===== config.mk =====
export PLATFORM = sky130hd
export DESIGN_NAME = ows_cordic_cell
export DESIGN_NICKNAME = d
export VERILOG_FILES = /design/src/sv/ows_pkg.sv /design/src/sv/ows_cordic_cell.sv
export SDC_FILE = /design/constraint.sdc
export NUM_CORES = 1
export LEC_CHECK = 0
export ABC_CLOCK_PERIOD_IN_PS = 9300
export BUFFER_PORTS_ARGS = -buffer_cell sky130_fd_sc_hd__buf_2
export CORE_ASPECT_RATIO = 2
export CORE_MARGIN = 2
export CORE_UTILIZATION = 44
export DETAILED_ROUTE_END_ITERATION = 16
export PLACE_DENSITY = 0.69
export SYNTH_ARGS = -nofsm -noshare
export SYNTH_HDL_FRONTEND = slang
export SYNTH_SLANG_ARGS = --single-unit

===== constraint.sdc =====
create_clock -name clk -period 9.3 [get_ports clk]
set_clock_uncertainty 0.15 [all_clocks]
set_input_delay 2.325 -clock clk [delete_from_list [all_inputs] [get_ports clk]]
set_output_delay 2.325 -clock clk [all_outputs]
set_load 0.01 [all_outputs]

===== src/sv/ows_pkg.sv =====
// Shared types, constants and the arctangent table for the waveform shaper.
package ows_pkg;

  localparam int PHASE_BITS   = 24;
  localparam int SAMPLE_BITS  = 16;
  localparam int CORDIC_STEPS = 24;
  localparam int IDX_BITS     = $clog2(CORDIC_STEPS);
  localparam int CW           = 34;
  localparam int OP_BITS      = 3;

  localparam logic signed [CW-1:0] X_START = CW'(64'sd652032874);
  localparam logic signed [CW-1:0] QUARTER = CW'(64'sd1073741824);
  localparam logic signed [CW-1:0] HALF_C  = CW'(64'sd2147483648);
  localparam logic signed [SAMPLE_BITS-1:0] S_MAX =
    SAMPLE_BITS'((64'sd1 <<< (SAMPLE_BITS - 1)) - 64'sd1);
  localparam logic signed [SAMPLE_BITS-1:0] S_MIN = ~S_MAX;

  typedef enum logic [OP_BITS-1:0] {
    OP_SINE     = 3'd0,
    OP_SAW      = 3'd1,
    OP_TRIANGLE = 3'd2,
    OP_PULSE    = 3'd3,
    OP_WHITE    = 3'd4
  } op_t;

  typedef struct packed {
    logic                          vld;
    logic                          sine;
    logic signed [SAMPLE_BITS-1:0] alt;
    logic signed [CW-1:0]          x;
    logic signed [CW-1:0]          y;
    logic signed [CW-1:0]          z;
  } cord_t;

  function automatic logic signed [CW-1:0] atan_turns(input logic [IDX_BITS-1:0] idx);
    logic signed [CW-1:0] v;
    unique case (idx)
      5'd0:    v = CW'(64'sd536870912);
      5'd1:    v = CW'(64'sd316933406);
      5'd2:    v = CW'(64'sd167458907);
      5'd3:    v = CW'(64'sd85004757);
      5'd4:    v = CW'(64'sd42667331);
      5'd5:    v = CW'(64'sd21354465);
      5'd6:    v = CW'(64'sd10679838);
      5'd7:    v = CW'(64'sd5340245);
      5'd8:    v = CW'(64'sd2670163);
      5'd9:    v = CW'(64'sd1335087);
      5'd10:   v = CW'(64'sd667544);
      5'd11:   v = CW'(64'sd333772);
      5'd12:   v = CW'(64'sd166886);
      5'd13:   v = CW'(64'sd83443);
      5'd14:   v = CW'(64'sd41722);
      5'd15:   v = CW'(64'sd20861);
      5'd16:   v = CW'(64'sd10430);
      5'd17:   v = CW'(64'sd5215);
      5'd18:   v = CW'(64'sd2608);
      5'd19:   v = CW'(64'sd1304);
      5'd20:   v = CW'(64'sd652);
      5'd21:   v = CW'(64'sd326);
      5'd22:   v = CW'(64'sd163);
      5'd23:   v = CW'(64'sd81);
      default: v = '0;
    endcase
    return v;
  endfunction

endpackage


===== src/sv/ows_cordic_cell.sv =====
// One CORDIC rotation cell of the sine chain; carries the item along.
module ows_cordic_cell
  import ows_pkg::*;
(
  input  logic                clk,
  input  logic                rst_n,
  input  logic                en,
  input  logic [IDX_BITS-1:0] idx,
  input  cord_t               st_i,
  output cord_t               st_o
);

  logic signed [CW-1:0] dx;
  logic signed [CW-1:0] dy;
  logic signed [CW-1:0] at;
  cord_t                st_r;
  cord_t                st_nxt;

  always_comb begin
    dx = st_i.y >>> idx;
    dy = st_i.x >>> idx;
    at = atan_turns(idx);
    st_nxt = st_i;
    if (!st_i.z[CW-1]) begin
      st_nxt.x = st_i.x - dx;
      st_nxt.y = st_i.y + dy;
      st_nxt.z = st_i.z - at;
    end else begin
      st_nxt.x = st_i.x + dx;
      st_nxt.y = st_i.y - dy;
      st_nxt.z = st_i.z + at;
    end
  end

  always_ff @(posedge clk) begin
    if (!rst_n) begin
      st_r.vld <= 1'b0;
    end else if (en) begin
      st_r.vld <= st_nxt.vld;
    end
    if (en) begin
      st_r.sine <= st_nxt.sine;
      st_r.alt  <= st_nxt.alt;
      st_r.x    <= st_nxt.x;
      st_r.y    <= st_nxt.y;
      st_r.z    <= st_nxt.z;
    end
  end

  assign st_o = st_r;

endmodule


[Word level (Yosys, flattened, before mapping)]
Memories as Yosys holds them, arrays and structs flattened.
Index checks and enable logic that the tools add are counted.
Widths: inputs -> output; s select.
Cells by class
  shifts and indexed selects: 2
  multiplexer cells: 1
  add/subtract/negate cells: 6
Operator list (count)
  $add 34x34->34: 3
  $mux 102: 1
  $sub 34x34->34: 3
  $sshr 34x5->34: 2
Word-level totals
  memories kept: 1
  register bits: 120
  output and inout bits: 120
  bits in read-only memories: 960
  word-level logic and storage cells: 16
Memories
  (no name shown): depth 32, bits a word 30, read ports 1, clocked after Yosys merged registers in 0, write ports 0, RTL line ows_pkg.sv:37  | unique case (idx)

[Depth between registers and ports, before layout]
Gate-level depths: netlist of the first run.
  depth after elaboration: 3
  depth in mapped cells: 30

[Worst setup path after synthesis of the first run]
Ideal clock, no wire load.
  path type: input -> register
  from: input idx[0]
  to: register st_r (netlist bit st_o[66]), data pin
  data required time: 8892 ps
  arrival time: 7553 ps
  path buffers: 6
  stages on the path: 27
  setup time: 258 ps
  path slack: 1339 ps
  cell sequence: buf_6 buf_12 buf_12 buf_12 buf_12 buf_12 mux4_2 mux2_4 nand2_1 o2111a_1 ha_1 inv_1 nand4bb_1 nor4b_4 nand2_1 o21ai_0 xor2_1 ha_1 a21o_1 a21o_1 nor3_1 a21oi_1 o31a_1 o31a_1 a41o_1 o41a_1 xor2_1
RTL lines
  start: declaration: RTL line ows_cordic_cell.sv:8  | input logic [IDX_BITS-1:0] idx,
  end: declaration: RTL line ows_cordic_cell.sv:16  | cord_t st_r;

==> results of run 1 <==
-- cell type report --
cell class / count / area [um2] / area share
tap: 454 / 568 / 0.0307
clock inverter: 15 / 169 / 0.00911
antenna: 3 / 7.51 / 0.000405
inverter: 47 / 176 / 0.00952
sequential: 120 / 3590 / 0.194
clock buffer: 17 / 425 / 0.0230
timing repair buffer: 322 / 1840 / 0.0992
multi-input combinational: 1447 / 11800 / 0.634
-- power by group through the flow --
stage                     clock network [mW]  logic, mW  registers, mW
after CTS                              0.713       1.57          0.815
final                                  0.698       1.58          0.813
after floorplan                            0      0.972          0.904
after global routing                   0.735       1.71          0.825
after global placement                     0       1.54          0.822
after detailed placement                   0       1.56          0.826
-- worst max-delay path by stage --
stage / startpoint / end / slack (ns)
after CTS: idx[0] / st_o[101]$_DFFE_PP_ / 0.87
after floorplan: idx[0] / st_o[66]$_DFFE_PP_ / 1.34
after detailed placement: idx[0] / st_o[101]$_DFFE_PP_ / 0.40
final: idx[0] / st_o[101]$_DFFE_PP_ / 0.87
after global routing: idx[0] / st_o[101]$_DFFE_PP_ / 0.40
after global placement: idx[0] / st_o[101]$_DFFE_PP_ / 0.44
-- per-stage QoR --
stage          utilization  setup WS [ns]  power, mW
3_5_place_dp         0.494          0.405       2.38
6_report             0.511          0.873       3.10
5_1_grt              0.511          0.396       3.27
3_3_place_gp         0.494          0.444       2.36
2_1_floorplan            -           1.34       1.88
4_1_cts              0.510          0.866       3.10
-- kinds of logic (layout without fill, tap and decap cells) --
logic type / after synthesis / after routing / synth area share
DFF: 120 / 120 / 0.223
adders and majority gates: 113 / 113 / 0.0893
muxes: 179 / 179 / 0.189
xor gates and xnor gates: 174 / 174 / 0.0952
and+or+nand+nor: 447 / 447 / 0.135
other: 0 / 3 / 0
buffers and inverters: 137 / 401 / 0.0459
AOI/OAI and AO/OA: 534 / 534 / 0.223
-- per-layer routing --
layer  up-vias  wire [um]  global-route usage
li1       7071          -                   -
met1      7505      20500               0.311
met2       791      32600               0.587
met3       268       3470              0.0440
met4         2       4990               0.235
met5         -         18                   0
-- worst max-delay path, stage by stage --
cell and delay, ns:
buf_6 0.35, buf_4 0.35, mux4_2 0.54, mux2i_1 0.26, nor2_1 0.07, nor3_1 0.36, buf_4 0.20, ha_1 0.20
inv_1 0.07, or4_1 0.61, o31a_1 0.32, xor2_1 0.14, ha_1 0.35, a21oi_1 0.15, o21ai_0 0.15, a221o_1 0.32
a221oi_1 0.33, buf_4 0.20, nor3b_1 0.07, a2111oi_0 0.39, buf_4 0.18, nor3_1 0.05, a21o_1 0.18, a21oi_1 0.17
xnor2_1 0.09
-- layout by cell type, fill, tap and decap left out, types with 27 or more instances in the layout --
master    count
xnor2_1     108
nand3_1      27
buf_2       243
ha_1        110
edfxtp_1    119
mux2i_1      53
o21ai_0      90
nand2_1     112
xor2_1       65
inv_1        45
buf_4        76
a31oi_1      31
mux4_2       69
mux2_2       33
a21oi_1     147
a21o_1       58
nor2_1      155
==> metrics.txt, run 1 <==
Netlist cell types 104; CTS Buf Count 17; Final GP Congestion 1.02; R2R setup slack 8.55 ns; top cells by area, synth edfxtp_1 22%, mux4_2 9.7%, ha_1 8.6%; Initial Util 0.443; Min-Delay Endpoint st_o[119]$_SDFFE_PN0P_; P&R area growth vs syn 15.2%; switching share of power 0.403; cell with the most instances after synthesis nor2_1; maximum buffer depth of the clock tree 2; P_sw 1.25 mW; drt wl/cell 25.4 um; via count 15600; largest net degree at the start of global routing 74; # clock sinks 120; Slew HR 0.212; Crit Path Category in -> reg; Internal 1.85 mW; Initial DRT Pass Iterations 8; Flop pwr share 0.263; worst slew pin tran 1.18 ns; Non-Filler Instances 2425; run status complete, no violations; Synth Cell Area 16100 um2; CTS tree done; final slew viol count 0; initial antenna violation count 3; top cells by count, synth 155 x nor2_1, 147 x a21oi_1, 119 x edfxtp_1; Post-CTS Setup Bufs 0; Worst Reg-to-Reg Cells 2; Clk pin slew, worst setup/hold paths 0.07 ns; unrepaired setup endpoints after global routing no; Synth Flop Type edfxtp_1; Starting DRT DRC Count 1193; Tcrit/Tclk final 0.906; yosys warns 0; FMAX 119 MHz; pwr dens 167 nW/um2; Mapped Nets 1945; nets@finish 2196; Root Buffer clkbuf_16; startpoint class of the critical path primary input; cells after synthesis 1704; async set-or-reset flop fraction in the synthesized netlist 0; number of flops mapped to enable cells by yosys 119; Syn Area/Cell 9.44 um2; Filler cells 3463; Lkg Pwr 7.83 nW; nature of the critical path endpoint flop; Hold Path Cell Cnt 2; R2R Path Start st_o[119]$_SDFFE_PN0P_; DIE WIDTH 139 um; vias per cell 6.45; Synth area leader edfxtp_1; vias in the first global route 16000; Die Y 274 um; die area 38200 um2; gr usage total 0.314; Final TNS setup 0 ns; critical path data required time 9.35 ns; RR Endpoint st_o[119]$_SDFFE_PN0P_; share of the yosys chip area belonging to registers 0.223; Ports 248; Buffers on Ports 247; Combinational Power Share 0.512; max reg flops 120; DP Area 17900 um2; DP Wirelength 49000 um; total routed wirelength 61600 um; Rows 99; layout cells sized above 1 0.256; Crit Path Max Fanout 39; global-route wire length before repair 92100 um; Placed Instances 2390; post_cts resized 0; worst min-delay path class reg -> reg; peak supply drop 0.139 mV; final worst path period need 8.43 ns; WP data arrival 8.48 ns; Max Cap Viol 0; share of the synthesized area in the top cell type 0.222; fin area 18500 um2; Fin Hold WS 0.375 ns; Worst-Skew Late Latency 0.45 ns; antenna-violating nets left 0; DRC errors left 0; total grt overflow 0; final hold viol count 0; hold-fix buffer count after cts 0; count of state elements after synthesis 120; # H-tree levels 4; hold wc startpoint st_o[119]$_SDFFE_PN0P_; setup violators final 0; clock power share 0.226; core area 36300 um2
No activity file was read; power rests on OpenSTA's default activity.
==> run 2: changes to the inputs <==
--- a/config.mk
+++ b/config.mk
@@ -5,7 +5,7 @@
 export SDC_FILE = /design/constraint.sdc
 export NUM_CORES = 1
 export LEC_CHECK = 0
-export ABC_CLOCK_PERIOD_IN_PS = 9300
+export ABC_CLOCK_PERIOD_IN_PS = 9900
 export BUFFER_PORTS_ARGS = -buffer_cell sky130_fd_sc_hd__buf_2
 export CORE_ASPECT_RATIO = 2
 export CORE_MARGIN = 2
==> constraint.sdc (replaced) <==
create_clock -name clk -period 9.9 [get_ports clk]
set_clock_uncertainty 0.15 [all_clocks]
set_input_delay 2.475 -clock clk [delete_from_list [all_inputs] [get_ports clk]]
set_output_delay 2.475 -clock clk [all_outputs]
set_load 0.01 [all_outputs]
==> run 2 against run 1 <==
Net effect:
- via count up 0.67%
- worst setup slack got worse by 0.12 ns
- clock power fell by 5.4%
- first-iteration DRC count shrank 0.25%
- sequential power fell by 6.2%
- wire length did not move
- die area is the same
- flip-flop and latch count stayed put
- sequential share of layout area grew 0.20 points
- global-route usage is 0.24 points higher
- hold slack better by 0.0020 ns
- combinational power down 7%
==> metrics.txt, run 2 (synthesized netlist as in run 1, its figures left out) <==
cell breakdown of the critical path buf_6 -> buf_12 -> mux4_2 -> nand2_1 -> o21ai_1 -> a2111oi_4 -> nand2_1 -> nor3b_2 -> nand3b_1 -> nor3_1 -> nor2_1 -> xnor2_1 -> ha_1 -> a21o_1 -> a21o_1 -> a21o_1 -> nor3_1 -> a21oi_1 -> o31a_1 -> o31a_1 -> a41o_1 -> o41a_1 -> xor2_1; run status complete, no violations; final worst path period need 9.15 ns; Initial DRT Pass Iterations 5 (-3); hold wc startpoint st_o[119]$_SDFFE_PN0P_; Ports 248 (unchanged); Post-CTS Setup Bufs 0 (unchanged); Buffers on Ports 247 (unchanged); Worst-Skew Late Latency 0.46 ns (about the same); hold-fix buffer count after cts 0 (unchanged); total grt overflow 0 (unchanged); most used cell, CP a21o_1; total routed wirelength 61600 um (unchanged); post_cts resized 0 (unchanged); Rows 99 (unchanged); pwr dens 158 nW/um2 (-5.5%); nets@finish 2171 (-1.1%); unrepaired setup endpoints after global routing no; critical path data required time 9.96 ns (+0.61 ns); antenna-violating nets left 0 (unchanged); Fin Hold WS 0.377 ns (+0.00199 ns); Worst Reg-to-Reg Cells 2 (unchanged); Clk pin slew, worst setup/hold paths 0.07 ns (about the same); Crit Path Category in -> reg; R2R Path Start st_o[119]$_SDFFE_PN0P_; Final TNS setup 0 ns (unchanged); global-route wire length before repair 92300 um (+0.27%); CTS tree done; commonest non-fill, non-tap cell in the layout buf_2; peak supply drop 0.129 mV (-7.4%); Starting DRT DRC Count 1190 (-0.25%); startpoint class of the critical path primary input; layout cells sized above 1 0.246 (-0.00958); Max Cap Viol 0 (unchanged); Slew HR 0.309 (+0.0961); Final GP Congestion 1.02 (-0.53%); max reg flops 120 (unchanged); worst min-delay path class reg -> reg; final hold viol count 0 (unchanged); DRC errors left 0 (unchanged); gr usage total 0.316 (+0.00235); vias in the first global route 16100 (+0.34%); Tcrit/Tclk final 0.924; setup violators final 0 (unchanged); largest net degree at the start of global routing 75 (+1.4%); core area 36300 um2 (unchanged); Die Y 274 um (unchanged); WP data arrival 9.21 ns (+0.73 ns); DP Wirelength 48000 um (-2.0%); # H-tree levels 4 (unchanged); Root Buffer clkbuf_16; FMAX 109 MHz; via count 15700 (+0.67%); DIE WIDTH 139 um (unchanged); vias per cell 6.56 (+1.7%); Initial Util 0.443 (unchanged); RR Endpoint st_o[119]$_SDFFE_PN0P_; Crit Path Max Fanout 74 (+90%); Min-Delay Endpoint st_o[119]$_SDFFE_PN0P_; Lkg Pwr 7.71 nW (-1.6%); P&R area growth vs syn 14.1%; Worst path max stage delay 0.61 ns (about the same); most frequent cells in the layout 243 x buf_2, 155 x nor2_1, 147 x a21oi_1; worst slew pin tran 1.03 ns (-0.155 ns); final slew viol count 0 (unchanged); maximum buffer depth of the clock tree 2 (unchanged); R2R setup slack 9.16 ns (+0.61 ns); nature of the critical path endpoint flop; # clock sinks 120 (unchanged); initial antenna violation count 4 (+1); CTS Buf Count 17 (unchanged); Crit-path slowest cell a2111oi_4; drt wl/cell 25.7 um (+1.0%); die area 38200 um2 (unchanged); Hold Path Cell Cnt 2 (unchanged); Tot Pwr 2.90 mW (-6.4%)
## run 2: cell types whose count changed in the layout (fill, tap and decap cells not counted), sizes merged
cell,before,now
buf,322,297
clkinv,6,7
diode,3,4
inv,52,51
## run 2: metal layers
metal  routed length [um]  vias up  global-route usage
met5                    0        -                   0
met4                 5360        0               0.252
met3                 3780      287              0.0527
met2                32100      785               0.579
met1                20400     7646               0.312
li1                     -     7024                   -
## run 2: how the worst max path moves through the flow
stage,end,startpoint,cells after the start
final,st_o[66]$_DFFE_PP_,idx[0],23
after global routing,st_o[66]$_DFFE_PP_,idx[0],23
after CTS,st_o[66]$_DFFE_PP_,idx[0],23
after detailed placement,st_o[66]$_DFFE_PP_,idx[0],23
after global placement,st_o[66]$_DFFE_PP_,idx[0],23
after floorplan,st_o[66]$_DFFE_PP_,idx[0],27
## run 2: per-stage QoR
step           setup slack [ns]  cells   util  cell area (um2)
3_5_place_dp              0.349   2365  0.489            17700
5_1_grt                   0.352   2401  0.505            18300
3_3_place_gp              0.508   2365  0.489            17700
2_1_floorplan              1.79   1704      -            16100
4_1_cts                   0.833   2397  0.505            18300
6_report                  0.754   2401  0.505            18300
## run 2: final cells by class
| class | count | area (um2) |
|---|---|---|
| Fill cell | 3431 | 17900 |
| Multi-Input combinational cell | 1447 | 11800 |
| Sequential cell | 120 | 3590 |
| Timing Repair Buffer | 297 | 1650 |
| Tap cell | 454 | 568 |
| Clock buffer | 17 | 425 |
| Inverter | 47 | 176 |
| Clock inverter | 15 | 169 |
| Antenna cell | 4 | 10.0 |
## run 2: report_power, final
part / total [mW] / internal [mW] / switching, mW
Clock: 0.660 / 0.376 / 0.284
Sequential: 0.763 / 0.737 / 0.0262
Combinational: 1.47 / 0.607 / 0.866
Total: 2.90 / 1.72 / 1.18
## run 2: critical path: cells and delay by family
family          cells  cell delay [ns]
compound gates     10             2.87
xor+xnor            2             0.30
fa+ha+maj           1             0.35
buf+inv             2             0.86
mux                 1             0.59
simple gates        7             1.65
