===== config.mk =====
export PLATFORM = sky130hd
export DESIGN_NAME = ows_front
export DESIGN_NICKNAME = d
export VERILOG_FILES = /design/src/sv/ows_pkg.sv /design/src/sv/ows_front.sv
export SDC_FILE = /design/constraint.sdc
export NUM_CORES = 1
export LEC_CHECK = 0
export BUFFER_PORTS_ARGS = -buffer_cell sky130_fd_sc_hd__buf_2
export CORE_UTILIZATION = 30
export DETAILED_ROUTE_END_ITERATION = 6
export PLACE_DENSITY = 0.5
export SYNTH_ARGS = -nofsm -noshare
export SYNTH_HDL_FRONTEND = slang
export SYNTH_SLANG_ARGS = --single-unit

===== constraint.sdc =====
create_clock -name clk -period 4.07 [get_ports clk]
set_clock_uncertainty 0.05 [all_clocks]
set_input_delay 0 -clock clk [delete_from_list [all_inputs] [get_ports clk]]
set_output_delay 0 -clock clk [all_outputs]
set_load 0.02 [all_outputs]

===== src/sv/ows_pkg.sv =====
// Shared types, constants and the arctangent table for the waveform shaper.
package ows_pkg;

  localparam int PHASE_BITS   = 24;
  localparam int SAMPLE_BITS  = 16;
  localparam int CORDIC_STEPS = 24;
  localparam int IDX_BITS     = $clog2(CORDIC_STEPS);
  localparam int CW           = 34;
  localparam int OP_BITS      = 3;

  localparam logic signed [CW-1:0] X_START = CW'(64'sd652032874);
  localparam logic signed [CW-1:0] QUARTER = CW'(64'sd1073741824);
  localparam logic signed [CW-1:0] HALF_C  = CW'(64'sd2147483648);
  localparam logic signed [SAMPLE_BITS-1:0] S_MAX =
    SAMPLE_BITS'((64'sd1 <<< (SAMPLE_BITS - 1)) - 64'sd1);
  localparam logic signed [SAMPLE_BITS-1:0] S_MIN = ~S_MAX;

  typedef enum logic [OP_BITS-1:0] {
    OP_SINE     = 3'd0,
    OP_SAW      = 3'd1,
    OP_TRIANGLE = 3'd2,
    OP_PULSE    = 3'd3,
    OP_WHITE    = 3'd4
  } op_t;

  typedef struct packed {
    logic                          vld;
    logic                          sine;
    logic signed [SAMPLE_BITS-1:0] alt;
    logic signed [CW-1:0]          x;
    logic signed [CW-1:0]          y;
    logic signed [CW-1:0]          z;
  } cord_t;

  function automatic logic signed [CW-1:0] atan_turns(input logic [IDX_BITS-1:0] idx);
    logic signed [CW-1:0] v;
    unique case (idx)
      5'd0:    v = CW'(64'sd536870912);
      5'd1:    v = CW'(64'sd316933406);
      5'd2:    v = CW'(64'sd167458907);
      5'd3:    v = CW'(64'sd85004757);
      5'd4:    v = CW'(64'sd42667331);
      5'd5:    v = CW'(64'sd21354465);
      5'd6:    v = CW'(64'sd10679838);
      5'd7:    v = CW'(64'sd5340245);
      5'd8:    v = CW'(64'sd2670163);
      5'd9:    v = CW'(64'sd1335087);
      5'd10:   v = CW'(64'sd667544);
      5'd11:   v = CW'(64'sd333772);
      5'd12:   v = CW'(64'sd166886);
      5'd13:   v = CW'(64'sd83443);
      5'd14:   v = CW'(64'sd41722);
      5'd15:   v = CW'(64'sd20861);
      5'd16:   v = CW'(64'sd10430);
      5'd17:   v = CW'(64'sd5215);
      5'd18:   v = CW'(64'sd2608);
      5'd19:   v = CW'(64'sd1304);
      5'd20:   v = CW'(64'sd652);
      5'd21:   v = CW'(64'sd326);
      5'd22:   v = CW'(64'sd163);
      5'd23:   v = CW'(64'sd81);
      default: v = '0;
    endcase
    return v;
  endfunction

endpackage


===== src/sv/ows_front.sv =====
// Front stage: phase sum, simple waveforms and sine angle fold.
module ows_front
  import ows_pkg::*;
(
  input  logic                   clk,
  input  logic                   rst_n,
  input  logic                   en,
  input  logic                   in_vld,
  input  logic [PHASE_BITS-1:0]  phase,
  input  logic [PHASE_BITS-1:0]  phase_offset,
  input  logic [OP_BITS-1:0]     operation,
  output cord_t                  st_o
);

  localparam logic [PHASE_BITS-1:0] HALF_P = PHASE_BITS'(1) << (PHASE_BITS - 1);

  logic [PHASE_BITS-1:0]          p;
  logic [PHASE_BITS-1:0]          t;
  logic [31:0]                    a;
  logic signed [CW-1:0]           r;
  logic signed [SAMPLE_BITS+1:0]  tri_v;
  logic signed [SAMPLE_BITS-1:0]  alt;
  logic signed [CW-1:0]           z0;
  cord_t                          st_r;
  cord_t                          st_nxt;

  always_comb begin
    p = phase + phase_offset;
    t = (p > HALF_P) ? (PHASE_BITS'(0) - p) : p;
    tri_v = signed'({1'b0, t[PHASE_BITS-1 -: SAMPLE_BITS+1]}) -
            (SAMPLE_BITS+2)'(S_MAX) - (SAMPLE_BITS+2)'(1);
    a = 32'(p) << (32 - PHASE_BITS);
    r = CW'(signed'(a));
    if (r > QUARTER) begin
      z0 = HALF_C - r;
    end else if (r < -QUARTER) begin
      z0 = -HALF_C - r;
    end else begin
      z0 = r;
    end
    case (op_t'(operation))
      OP_SAW:      alt = {~p[PHASE_BITS-1], p[PHASE_BITS-2 -: SAMPLE_BITS-1]};
      OP_TRIANGLE: alt = (tri_v > (SAMPLE_BITS+2)'(S_MAX)) ? S_MAX :
                         tri_v[SAMPLE_BITS-1:0];
      OP_PULSE:    alt = (p > HALF_P) ? S_MAX : S_MIN;
      default:     alt = '0;
    endcase
    st_nxt.vld  = in_vld;
    st_nxt.sine = (op_t'(operation) == OP_SINE);
    st_nxt.alt  = alt;
    st_nxt.x    = X_START;
    st_nxt.y    = '0;
    st_nxt.z    = z0;
  end

  always_ff @(posedge clk) begin
    if (!rst_n) begin
      st_r.vld <= 1'b0;
    end else if (en) begin
      st_r.vld <= st_nxt.vld;
    end
    if (en) begin
      st_r.sine <= st_nxt.sine;
      st_r.alt  <= st_nxt.alt;
      st_r.x    <= st_nxt.x;
      st_r.y    <= st_nxt.y;
      st_r.z    <= st_nxt.z;
    end
  end

  assign st_o = st_r;

endmodule


Yosys cells after proc, flatten, opt, wreduce, memory -nomap -nowiden
Index checks and enable logic that the tools add are counted.
{ "classes": {"n_bitwise": 1, "n_reduce_logical": 1, "n_lt_le_gt_ge": 4, "muxes": 6, "div": 0, "multipliers": 0, "n_addsub": 6, "shifts": 0, "n_eq_ne": 3} }
{ "ops": {"columns": ["operator", "n"], "rows": [
  ["$mux 34", 2],
  ["$pmux 16 s3", 1],
  ["$sub 33x32->34 const A", 1],
  ["$sub 32x32->33 const A", 1],
  ["$gt 32x32->1 const B", 1],
  ["$lt 32x31->1 const B", 1],
  ["$mux 16", 2],
  ["$add 24x24->24", 1],
  ["$gt 24x24->1 const B", 1],
  ["$mux 24", 1],
  ["$sub 1x24->24 const A", 1],
  ["$gt 18x16->1 const B", 1],
  ["$sub 17x15->18 const B", 1],
  ["$sub 18x2->18 const B", 1],
  ["$eq 3x2->1 const B", 2],
  ["$eq 3x1->1 const B", 1],
  ["$logic_not 3->1", 1],
  ["$not 1->1", 1]
]} }
{ "word_totals": {"latch_bits": 0, "ff_bits": 52, "rom_bits": 0, "inputBits": 55, "out_inout_bits": 120, "ramBits": 0, "mem_count": 0, "elab_cells": 25} }

Longest topological paths before layout
Gate-level depths: netlist of run 1.
{ "depth": {"ltp_word": 8, "mapped_depth": 21, "depth_no_buf": 19} }

Worst setup path before layout of run 1
OpenSTA, ideal clock, no wires.
{ "synth_path": {"path_type": "input-to-reg", "startpoint": "input phase[6]", "endpoint": "register st_r (netlist bit st_o[104]), data pin", "n_path_buf": 2, "required_ns": 3.738, "slack_ns": -0.268, "cell_stages": 16, "setup_time_ns": 0.282, "arrival_ns": 4.006, "path_cell_list": "ha_1 -> buf_2 -> a21o_1 -> a311o_1 -> o211a_1 -> a31o_1 -> or4b_1 -> clkbuf_1 -> nor4b_1 -> nor2_1 -> or4b_1 -> ha_1 -> or3_1 -> a2111oi_2 -> a31o_2 -> o2111ai_1"} }
{ "synth_via": {"elab_chain_len": 8, "word_cells_on_any_way": 10, "cone_classes": "add/sub (4); order compare (2); mux (4)"} }
{ "synth_rtl": {"columns": ["item", "line_no", "source"], "rows": [
  ["start, declared", "ows_front.sv:9", "input logic [PHASE_BITS-1:0] phase,"],
  ["$add 24x24->24 *", "ows_front.sv:28", "p = phase + phase_offset;"],
  ["$sub 1x24->24 / $gt 24x24->1 (equally long branches)", "ows_front.sv:29, ows_front.sv:45", null],
  ["$mux 24", "ows_front.sv:29", "t = (p > HALF_P) ? (PHASE_BITS'(0) - p) : p;"],
  ["$sub 17x15->18", "ows_front.sv:30", "tri_v = signed'({1'b0, t[PHASE_BITS-1 -: SAMPLE_BITS+1]}) -"],
  ["$sub 18x2->18", "ows_front.sv:31", "(SAMPLE_BITS+2)'(S_MAX) - (SAMPLE_BITS+2)'(1);"],
  ["$gt 18x16->1", "ows_front.sv:43", "OP_TRIANGLE: alt = (tri_v > (SAMPLE_BITS+2)'(S_MAX)) ? S_MAX :"],
  ["$mux 16", "ows_front.sv:43", null],
  ["$pmux 16 s3 *", "ows_front.sv:41", "case (op_t'(operation))"],
  ["named net alt[2]", "ows_front.sv:22", "logic signed [SAMPLE_BITS-1:0] alt;"],
  ["end, declared", "ows_front.sv:24", "cord_t st_r;"]
]} }
The timed path passes the listed nets; every way through them passes the cells marked *.
A chain may end at the register's enable or synchronous reset.

Worst setup path after layout of run 1
{ "layout_path": {"startpoint": "input phase[0]", "endpoint": "register st_r (netlist bit st_o[114]), data pin"} }
Same word-level chain as after synthesis.

==> results of run 1 <==
-- critical path, cell delays in order --
cell	delay, ns
sky130_fd_sc_hd__buf_2	0.08
sky130_fd_sc_hd__ha_2	0.17
sky130_fd_sc_hd__inv_1	0.05
sky130_fd_sc_hd__fa_2	0.33
sky130_fd_sc_hd__nand2b_4	0.17
sky130_fd_sc_hd__a21o_1	0.21
sky130_fd_sc_hd__buf_4	0.15
sky130_fd_sc_hd__a211o_1	0.25
sky130_fd_sc_hd__o311a_1	0.17
sky130_fd_sc_hd__a2111oi_4	0.25
sky130_fd_sc_hd__and4_4	0.27
sky130_fd_sc_hd__buf_4	0.13
sky130_fd_sc_hd__and4b_1	0.25
sky130_fd_sc_hd__nor3_1	0.08
sky130_fd_sc_hd__nor2_2	0.19
sky130_fd_sc_hd__ha_4	0.22
sky130_fd_sc_hd__or3_4	0.33
sky130_fd_sc_hd__a2111oi_4	0.21
sky130_fd_sc_hd__a31o_4	0.24
sky130_fd_sc_hd__o2111ai_1	0.13
-- layer usage --
metal | vias to the layer above | global-route usage | part of all wire | wire length [um]
li1 | 2490 | - | - | -
met5 | - | 0 | 0 | 0
met2 | 176 | 0.292 | 0.48 | 7180
met1 | 2309 | 0.217 | 0.45 | 6740
met3 | 20 | 0.0169 | 0.044 | 654
met4 | 0 | 0.0511 | 0.017 | 257
-- power groups by stage --
stage / clock network, mW / logic [mW] / registers [mW]
after CTS: 0.455 / 1.48 / 0.675
after detailed placement: 0 / 1.47 / 0.684
after global routing: 0.468 / 1.65 / 0.684
after global placement: 0 / 1.46 / 0.682
after floorplan: 0 / 0.822 / 0.825
final: 0.447 / 1.53 / 0.672
-- area by class of cell --
cell class	count	area, um2	share of cell area
clock buffer	6	129	0.0186
clock inverter	2	35.0	0.00505
tap	220	275	0.0397
timing repair buffer	242	1600	0.230
sequential	44	1310	0.189
inverter	7	26.3	0.00379
multi-input combinational	516	3560	0.513
-- repair_timing --
item,CTS,global route
hold endpoints to repair,4,0
resized for setup,5,27
endpoints found under the setup margin,6,16
buffers inserted,0,1
hold buffers,5,0
pin swaps,5,8
-- synthesized netlist by cell type, types with 14 or more instances --
cell / n / area, um2
sky130_fd_sc_hd__a21o_1: 17 / 128
sky130_fd_sc_hd__a21oi_1: 30 / 150
sky130_fd_sc_hd__buf_4: 78 / 586
sky130_fd_sc_hd__clkbuf_1: 15 / 56.3
sky130_fd_sc_hd__edfxtp_1: 43 / 1290
sky130_fd_sc_hd__ha_1: 26 / 325
sky130_fd_sc_hd__nand2_1: 53 / 199
sky130_fd_sc_hd__nand3_1: 14 / 70.1
sky130_fd_sc_hd__nor2_1: 40 / 150
sky130_fd_sc_hd__nor3_1: 15 / 75.1
sky130_fd_sc_hd__o21ai_0: 27 / 135
sky130_fd_sc_hd__xnor2_1: 35 / 307
sky130_fd_sc_hd__xor2_1: 18 / 158
-- worst paths after layout --
check	endpoint	slack [ns]	cells after the start
worst max-delay path	st_o[114]	0.14	20
worst min-delay path	st_o[109]	0.04	3
worst max register to register	st_o[119]	2.86	3
worst min register to register	st_o[119]	1.03	3
-- cells in the final DEF, fill, tap and decap left out, types with 4 or more instances in the layout --
master and instances:
sky130_fd_sc_hd__conb_1 76, sky130_fd_sc_hd__xnor2_1 33, sky130_fd_sc_hd__o21bai_1 4, sky130_fd_sc_hd__and4_1 5, sky130_fd_sc_hd__mux2i_1 5, sky130_fd_sc_hd__edfxtp_1 43
sky130_fd_sc_hd__a21oi_1 25, sky130_fd_sc_hd__o21ai_0 24, sky130_fd_sc_hd__dlygate4sd3_1 5, sky130_fd_sc_hd__a31oi_1 9, sky130_fd_sc_hd__ha_4 5, sky130_fd_sc_hd__o2111ai_1 6
sky130_fd_sc_hd__xor2_1 18, sky130_fd_sc_hd__o21a_1 4, sky130_fd_sc_hd__and2_1 10, sky130_fd_sc_hd__inv_1 7, sky130_fd_sc_hd__nor2b_1 6, sky130_fd_sc_hd__clkbuf_16 5
sky130_fd_sc_hd__nand2_1 53, sky130_fd_sc_hd__nor3_1 15, sky130_fd_sc_hd__o211ai_1 11, sky130_fd_sc_hd__o21ai_1 10, sky130_fd_sc_hd__ha_1 19, sky130_fd_sc_hd__nand3_1 14
sky130_fd_sc_hd__a21oi_2 8, sky130_fd_sc_hd__buf_2 98, sky130_fd_sc_hd__nor2_1 37, sky130_fd_sc_hd__nand4_1 11, sky130_fd_sc_hd__nor2_2 4, sky130_fd_sc_hd__buf_4 138
sky130_fd_sc_hd__a21o_1 17
-- kinds of logic after synthesis --
family / synth area share
adder cells (fa/ha/maj): 0.0675
XOR/XNOR: 0.0940
other: 0.00147
flip-flops: 0.256
AND/OR/NAND/NOR: 0.187
multiplexers: 0.0142
AO/OA/AOI/OAI: 0.231
buffers and inverters: 0.148
==> metrics.cfg, run 1 <==
[grt]
global_route.usage.total = 0.167
grt_first_pass_wirelength_um = 23800
grt_pass1_vias = 4705
grt_max_degree = 45
antenna_found_initial = 0
globalRouteOverflowTotal = 0

[layout]
n_antenna_cell = 0
synthToLayoutAreaGrowth_pct = 35.6
n_fill_cell = 1710
largest_reg_flops = 44
total_nets_final = 898
final_core_util = 0.417
drive_gt1_frac = 0.366
fin_area_um2 = 6930
stdcell_count = 1037

[placed_design]
preCtsSetupSlack_ns = -0.395
dp_hpwl_um = 12200
postPlaceCellArea_um2 = 6530
place_congestion = 0.891
place_inst = 1023
place.port_buffers = 98

[die]
initial_core_utilization = 0.307
std_cell_rows = 47
dieArea_um2 = 17600
die_y_um = 133
die_width_um = 133
core_um2 = 16600
io_pins = 175

[power]
ir_worst_vdd_mv = 0.226
power.static_leakage_nw = 3.09
power.density_nw_per_um2 = 381
power.switching_fraction = 0.403
netSwitchingPower_mw = 1.07
power_frac_clock = 0.169
intPower_mw = 1.58
seq_power_share = 0.254
fin_total_pwr_mw = 2.64
combPwrFrac = 0.577

[sta]
hold_ws_ns = 0.0366
share_of_the_cycle_needed_by_the_critical_path_after_routing = 0.966
max_freq_mhz = 254
final-hold-violation-count = 0
setup_viol = 0
layout_min_cycle_time_ns = 3.93
timing_worst_slew_pin_value_ns = 0.970
timing_max_transition_violations_final = 0
setup_tns_final_ns = 0
max_slew_margin = 0.353
fin_ws_ns = 0.138
setup_repair_after_global_routing_missed_its_margin = yes

[route]
route.antenna.remaining_nets = 0
detail_route.first_pass.iterations = 6
num_vias = 4995
routed_via_density = 4.82
postRouteWirelength_um = 14800
wirelength_per_cell_um = 14.3
drt-initial-drc-count = 260
remaining_drc_errors = 0

[setup_path]
worstSetupPathType = input pin to register
critical_path.max_fanout = 6
critPathRequiredTime_ns = 4.04
worstReg2RegStart = st_o[119]
crit_path_start = phase[0]
crit_path_end_kind = register
startpoint_type = input pin
worst-endpoint-arrival_ns = 3.90

[synth]
postSynthCellCount = 600
yosys_most_used_dff = sky130_fd_sc_hd__edfxtp_1
synth-edff-count = 43
synth_seq_cells = 44
avgSynthCellArea_um2 = 8.52
synth_async_sr_flop_share = 0
post_synthesis_instance_area_um2 = 5110
yosys_warning_count = 0
synth.yosys.seq_area_share = 0.256
count_of_different_cell_masters_after_synthesis = 82

[run]
drv.max_cap_violation_count = 0

[worst_hold_path]
worst_hold_path_type = input pin to register
min_from = operation[0]

[clocking]
clkSlewWorstSetupHoldPaths_ns = 0.06
clock_path_buffers = 2
htreeDepth = 2
number_of_buffers_created_by_cts = 5
clock_sink_count = 44
cts_tree = yes
clk_root_buffer_cell = sky130_fd_sc_hd__clkbuf_16
clk_latency_ns = 0.28

[outcome]
outcome = complete, no violations

Note: power is estimated with default switching activity, not from simulation.
==> inputs of run 2 (changes only) <==
--- a/config.mk
+++ b/config.mk
@@ -8,6 +8,7 @@
 export BUFFER_PORTS_ARGS = -buffer_cell sky130_fd_sc_hd__buf_2
 export CORE_UTILIZATION = 30
 export DETAILED_ROUTE_END_ITERATION = 6
+export GPL_TIMING_DRIVEN = 0
 export PLACE_DENSITY = 0.5
 export SYNTH_ARGS = -nofsm -noshare
 export SYNTH_HDL_FRONTEND = slang
==> metrics.cfg, run 2 (synthesized netlist as in run 1, its figures left out) <==
[power]
netSwitchingPower_mw = 1.08  ; +0.93%
intPower_mw = 1.59  ; +0.57%
seq_power_share = 0.252  ; -0.002
combPwrFrac = 0.558  ; -0.019
power.density_nw_per_um2 = 370  ; -2.9%
fin_total_pwr_mw = 2.66  ; +0.71%
power_frac_clock = 0.190  ; +0.021
ir_worst_vdd_mv = 0.346  ; +53%
power.switching_fraction = 0.404  ; +0.000844
power.static_leakage_nw = 3.13  ; +1.3%

[sta]
max_freq_mhz = 243  ; -4.6%
setup_viol = 6  ; +6
timing_worst_slew_pin_value_ns = 0.952  ; -0.0179 ns
fin_ws_ns = -0.0498  ; -0.188 ns
timing_max_transition_violations_final = 0  ; unchanged
layout_min_cycle_time_ns = 4.12  ; +0.188 ns
hold_ws_ns = 0.0328  ; -0.00374 ns
final-hold-violation-count = 0  ; unchanged
share_of_the_cycle_needed_by_the_critical_path_after_routing = 1.01  ; +0.0461
setup_repair_after_global_routing_missed_its_margin = yes
max_slew_margin = 0.365  ; +0.0119
setup_tns_final_ns = -0.230  ; -0.230 ns

[grt]
grt_first_pass_wirelength_um = 24100  ; +0.96%
global_route.usage.total = 0.170  ; +0.00256
grt_max_degree = 45  ; unchanged
globalRouteOverflowTotal = 0  ; unchanged
grt_pass1_vias = 4730  ; +0.53%
antenna_found_initial = 0  ; unchanged

[clocking]
clock_sink_count = 44  ; unchanged
htreeDepth = 2  ; unchanged
clkSlewWorstSetupHoldPaths_ns = 0.06  ; about the same
clk_root_buffer_cell = sky130_fd_sc_hd__clkbuf_16
clk_latency_ns = 0.28  ; about the same
number_of_buffers_created_by_cts = 5  ; unchanged
clock_path_buffers = 2  ; unchanged
cts_tree = yes

[placed_design]
place_congestion = 0.877  ; -1.6%
preCtsSetupSlack_ns = -1.08  ; -0.682 ns
dp_hpwl_um = 11900  ; -2.3%
place_inst = 991  ; -3.1%
postPlaceCellArea_um2 = 6250  ; -4.4%
place.port_buffers = 97  ; -1.0%

[layout]
n_antenna_cell = 0  ; unchanged
final_core_util = 0.432  ; +0.0156
drive_gt1_frac = 0.383  ; +0.0168
stdcell_count = 1035  ; -0.19%
layout.cells.most_common_list = sky130_fd_sc_hd__buf_4 (113), sky130_fd_sc_hd__buf_2 (100), sky130_fd_sc_hd__conb_1 (76)
synthToLayoutAreaGrowth_pct = 40.7
mostFrequentLayoutCell = sky130_fd_sc_hd__buf_4
multi_input_area_um2 = 3810  ; +6.9%
fin_area_um2 = 7190  ; +3.8%
seqCellArea_um2 = 1310  ; unchanged
largest_reg_flops = 44  ; unchanged
total_nets_final = 896  ; -0.22%
n_fill_cell = 1669  ; -2.4%

[die]
core_um2 = 16600  ; unchanged
initial_core_utilization = 0.307  ; unchanged
io_pins = 175  ; unchanged
die_y_um = 133  ; unchanged
dieArea_um2 = 17600  ; unchanged
die_width_um = 133  ; unchanged
std_cell_rows = 47  ; unchanged

[worst_hold_path]
worst_hold_path_type = input pin to register

[route]
routed_via_density = 4.73  ; -1.9%
num_vias = 4891  ; -2.1%
route.antenna.remaining_nets = 0  ; unchanged
remaining_drc_errors = 0  ; unchanged
drt-initial-drc-count = 198  ; -24%
postRouteWirelength_um = 15200  ; +2.8%
wirelength_per_cell_um = 14.7  ; +3.0%
detail_route.first_pass.iterations = 4  ; -2

[outcome]
failed_checks = setup timing
outcome = complete, but fails checks

[setup_path]
worstSetupPathType = input pin to register
worst-endpoint-arrival_ns = 4.07  ; +0.17 ns
crit_path_end_kind = register
critical_path.max_fanout = 6  ; unchanged
startpoint_type = input pin
critPathRequiredTime_ns = 4.02  ; -0.02 ns

[run]
drv.max_cap_violation_count = 0  ; unchanged

## run 2: changes by cell type in the layout (fill, tap and decap cells not counted), sizes merged
cell / before / now
clkbuf: 6 / 17
buf: 237 / 224
clkinv: 1 / 0
bufinv: 1 / 2
## run 2: power by group through the flow
stage / Combinational, mW / Sequential [mW] / Clock [mW]
finish: 1.49 / 0.670 / 0.507
floorplan: 0.822 / 0.825 / 0
global route: 1.61 / 0.682 / 0.530
detailed placement: 1.31 / 0.683 / 0
global placement: 1.31 / 0.679 / 0
CTS: 1.43 / 0.673 / 0.519
## run 2: final timing paths
check	startpoint	to	slack (ns)	cells past startpoint
worst min register to register	st_o[119]	st_o[119]	1.03	3
worst max-delay path	phase_offset[0]	st_o[104]	-0.05	18
worst max register to register	st_o[119]	st_o[119]	2.86	3
worst min-delay path	operation[0]	st_o[109]	0.03	3
## run 2: worst max-delay path: stages
cell	delay, ns
sky130_fd_sc_hd__buf_6	0.10
sky130_fd_sc_hd__ha_4	0.15
sky130_fd_sc_hd__inv_2	0.05
sky130_fd_sc_hd__fa_2	0.20
sky130_fd_sc_hd__nand2b_4	0.16
sky130_fd_sc_hd__a21oi_4	0.07
sky130_fd_sc_hd__o41a_1	0.40
sky130_fd_sc_hd__a31o_1	0.24
sky130_fd_sc_hd__or4b_1	0.47
sky130_fd_sc_hd__clkbuf_8	0.16
sky130_fd_sc_hd__nor4b_4	0.27
sky130_fd_sc_hd__nor2_1	0.07
sky130_fd_sc_hd__or4b_4	0.52
sky130_fd_sc_hd__ha_4	0.25
sky130_fd_sc_hd__or3_4	0.33
sky130_fd_sc_hd__a2111oi_4	0.23
sky130_fd_sc_hd__a31o_4	0.25
sky130_fd_sc_hd__o2111ai_2	0.12
## run 2: cell type report
type	count	share of cell area
clock buffers	6	0.0179
clock inverters	2	0.00835
inverters	7	0.00365
multi-input cells	516	0.529
repair buffers	138	0.117
flip-flops and latches	44	0.182
plain buffers	102	0.103
well taps	220	0.0383
## run 2: timing repair
action                                  in CTS  in global routing
endpoints found under the setup margin      16                 16
endpoints found under the hold margin        4                  0
cloned                                       1                  0
hold buffers                                 5                  0
gates resized for setup                     55                 28
buffers inserted                            26                  9
pin swaps                                   27                  8
## run 2: metal layers
layer,GRT usage,share of wire,vias to the layer above
met5,0,0,-
met4,0.0715,0.033,0
met3,0.0172,0.042,29
met2,0.291,0.47,156
met1,0.217,0.45,2219
li1,-,-,2487
==> inputs of run 3 (changes only) <==
--- a/config.mk
+++ b/config.mk
@@ -9,7 +9,8 @@
 export CORE_UTILIZATION = 30
 export DETAILED_ROUTE_END_ITERATION = 6
 export GPL_TIMING_DRIVEN = 0
-export PLACE_DENSITY = 0.5
+export PLACE_DENSITY_LB_ADDON = 0.1
+export RECOVER_POWER = 50
 export SYNTH_ARGS = -nofsm -noshare
 export SYNTH_HDL_FRONTEND = slang
 export SYNTH_SLANG_ARGS = --single-unit
==> metrics.cfg, run 3 (synthesized netlist as in run 1, its figures left out) <==
[grt]
antenna_found_initial = 0  ; unchanged
grt_first_pass_wirelength_um = 24200  ; +0.40%
globalRouteOverflowTotal = 0  ; unchanged
grt_pass1_vias = 4704  ; -0.55%
grt_max_degree = 45  ; unchanged
global_route.usage.total = 0.171  ; +0.00119

[layout]
total_nets_final = 898  ; +0.22%
layout.cells.most_common_list = sky130_fd_sc_hd__buf_4 (118), sky130_fd_sc_hd__conb_1 (76), sky130_fd_sc_hd__buf_2 (54)
final_core_util = 0.431  ; -0.00128
mostFrequentLayoutCell = sky130_fd_sc_hd__buf_4
largest_reg_flops = 44  ; unchanged
drive_gt1_frac = 0.350  ; -0.0328
stdcell_count = 1037  ; +0.19%
synthToLayoutAreaGrowth_pct = 40.2
n_antenna_cell = 0  ; unchanged
n_fill_cell = 1713  ; +2.6%

[power]
power_frac_clock = 0.150  ; -0.040
netSwitchingPower_mw = 1.09  ; +1.7%
power.density_nw_per_um2 = 354  ; -4.3%
fin_total_pwr_mw = 2.54  ; -4.6%
intPower_mw = 1.45  ; -8.9%
power.static_leakage_nw = 3.00  ; -4.2%
seq_power_share = 0.266  ; +0.014
combPwrFrac = 0.585  ; +0.027
ir_worst_vdd_mv = 0.209  ; -39%
power.switching_fraction = 0.431  ; +0.0268

[clocking]
htreeDepth = 2  ; unchanged
clock_path_buffers = 2  ; unchanged
number_of_buffers_created_by_cts = 5  ; unchanged
clk_root_buffer_cell = sky130_fd_sc_hd__clkbuf_16
cts_tree = yes
clk_latency_ns = 0.28  ; about the same
clkSlewWorstSetupHoldPaths_ns = 0.06  ; about the same
clock_sink_count = 44  ; unchanged

[sta]
fin_ws_ns = 0.0458  ; +0.0956 ns
share_of_the_cycle_needed_by_the_critical_path_after_routing = 0.989  ; -0.0235
setup_viol = 0  ; -6
final-hold-violation-count = 0  ; unchanged
setup_repair_after_global_routing_missed_its_margin = yes
max_freq_mhz = 248  ; +2.4%
layout_min_cycle_time_ns = 4.02  ; -0.0956 ns
timing_max_transition_violations_final = 45  ; +45
timing_worst_slew_pin_value_ns = 2.30  ; +1.34 ns
max_slew_margin = -0.531  ; -0.896
hold_ws_ns = 0.0165  ; -0.0163 ns

[route]
drt-initial-drc-count = 194  ; -2.0%
route.antenna.remaining_nets = 0  ; unchanged
postRouteWirelength_um = 15400  ; +1.1%
num_vias = 4914  ; +0.47%
routed_via_density = 4.74  ; +0.28%
detail_route.first_pass.iterations = 4  ; unchanged
wirelength_per_cell_um = 14.9  ; +0.95%
remaining_drc_errors = 0  ; unchanged

[setup_path]
endpoint_of_the_worst_register_to_register_path = st_o[119]
critPathRequiredTime_ns = 4.02  ; about the same
rr_worst_depth = 3  ; unchanged
worstReg2RegStart = st_o[119]
critical_path.max_fanout = 6  ; unchanged
worst-endpoint-arrival_ns = 3.97  ; -0.10 ns
worstSetupPathType = input pin to register
ff2ff_setup_slack_ns = 2.86  ; about the same
crit_path_end_kind = register
startpoint_type = input pin

[placed_design]
dp_hpwl_um = 12000  ; +0.51%
preCtsSetupSlack_ns = -1.12  ; -0.0413 ns
place_inst = 991  ; unchanged
place.port_buffers = 97  ; unchanged
place_congestion = 0.851  ; -2.9%

[die]
die_width_um = 133  ; unchanged
io_pins = 175  ; unchanged
initial_core_utilization = 0.307  ; unchanged
core_um2 = 16600  ; unchanged
std_cell_rows = 47  ; unchanged
dieArea_um2 = 17600  ; unchanged
die_y_um = 133  ; unchanged

[outcome]
outcome = complete, but fails checks
failed_checks = capacitance limit, slew limit

[worst_hold_path]
hold_end = st_o[118]
worst_hold_path_type = input pin to register
min_delay_path_depth = 2  ; -1
min_from = operation[0]

[run]
drv.max_cap_violation_count = 1  ; +1

[run 3: cell types whose count changed in the layout (fill, tap and decap cells not counted), sizes merged]
cell,change
clkbuf,+46
buf,-44
clkinv,+3
bufinv,-2
dlygate4sd3,-1
[run 3: stage by stage]
step / area, um2 / TNS (ns)
after global placement: 6250 / -16.36
after floorplan: 5490 / -1.07
after detailed placement: 6250 / -19.02
after CTS: 7020 / 0
final: 7170 / 0
after global routing: 7170 / -0.333
[run 3: power by group through the flow]
stage	Clock [mW]	Sequential, mW	Combinational (mW)
4_1_cts	0.391	0.674	1.46
3_5_place_dp	0	0.683	1.31
5_1_grt	0.406	0.686	1.61
6_report	0.380	0.675	1.49
3_3_place_gp	0	0.680	1.31
2_1_floorplan	0	0.825	0.822
[run 3: worst max path at each step]
stage                                from        end  slack [ns]
after floorplan                  phase[6]  st_o[104]       -0.19
after global placement          phase[12]  st_o[104]       -1.05
after detailed placement        phase[16]  st_o[104]       -1.12
after CTS                       phase[11]  st_o[104]       0.003
after global routing             phase[0]  st_o[114]       -0.06
final                     phase_offset[0]  st_o[104]        0.05
[run 3: area by class of cell]
cell class                 instances  area, um2  share of cell area
buffer                           100        728               0.102
clock buffer                       5        125              0.0174
clock inverter                     3       13.8             0.00192
inverter                           7       26.3             0.00366
multi-input combinational        516       3900               0.543
sequential                        44       1310               0.183
tap                              220        275              0.0384
timing repair buffer             142        796               0.111
[run 3: timing repair]
action,in CTS,in global routing
pin swaps,30,5
buffers inserted,32,9
endpoints found under the hold margin,4,0
gates cloned,1,0
resized for setup,64,38
setup endpoints to repair,24,16
hold buffers,4,0
[run 3: routing by layer]
layer	part of all wire	GRT usage	vias to the layer above
met5	0	0	-
met4	0.019	0.0587	0
met3	0.037	0.0149	21
met2	0.48	0.299	144
met1	0.46	0.220	2256
li1	-	-	2493
[run 3: critical path: stages]
cell and delay [ns]:
sky130_fd_sc_hd__buf_6 0.10, sky130_fd_sc_hd__ha_4 0.15, sky130_fd_sc_hd__inv_2 0.05, sky130_fd_sc_hd__fa_2 0.19, sky130_fd_sc_hd__nand2b_4 0.16, sky130_fd_sc_hd__a21oi_4 0.07
sky130_fd_sc_hd__o41a_1 0.39, sky130_fd_sc_hd__a31o_1 0.26, sky130_fd_sc_hd__or4b_4 0.52, sky130_fd_sc_hd__nor4b_4 0.30, sky130_fd_sc_hd__nor2_1 0.07, sky130_fd_sc_hd__or4b_4 0.51
sky130_fd_sc_hd__ha_4 0.22, sky130_fd_sc_hd__or3_4 0.34, sky130_fd_sc_hd__a2111oi_4 0.24, sky130_fd_sc_hd__a31o_4 0.26, sky130_fd_sc_hd__o2111ai_2 0.12
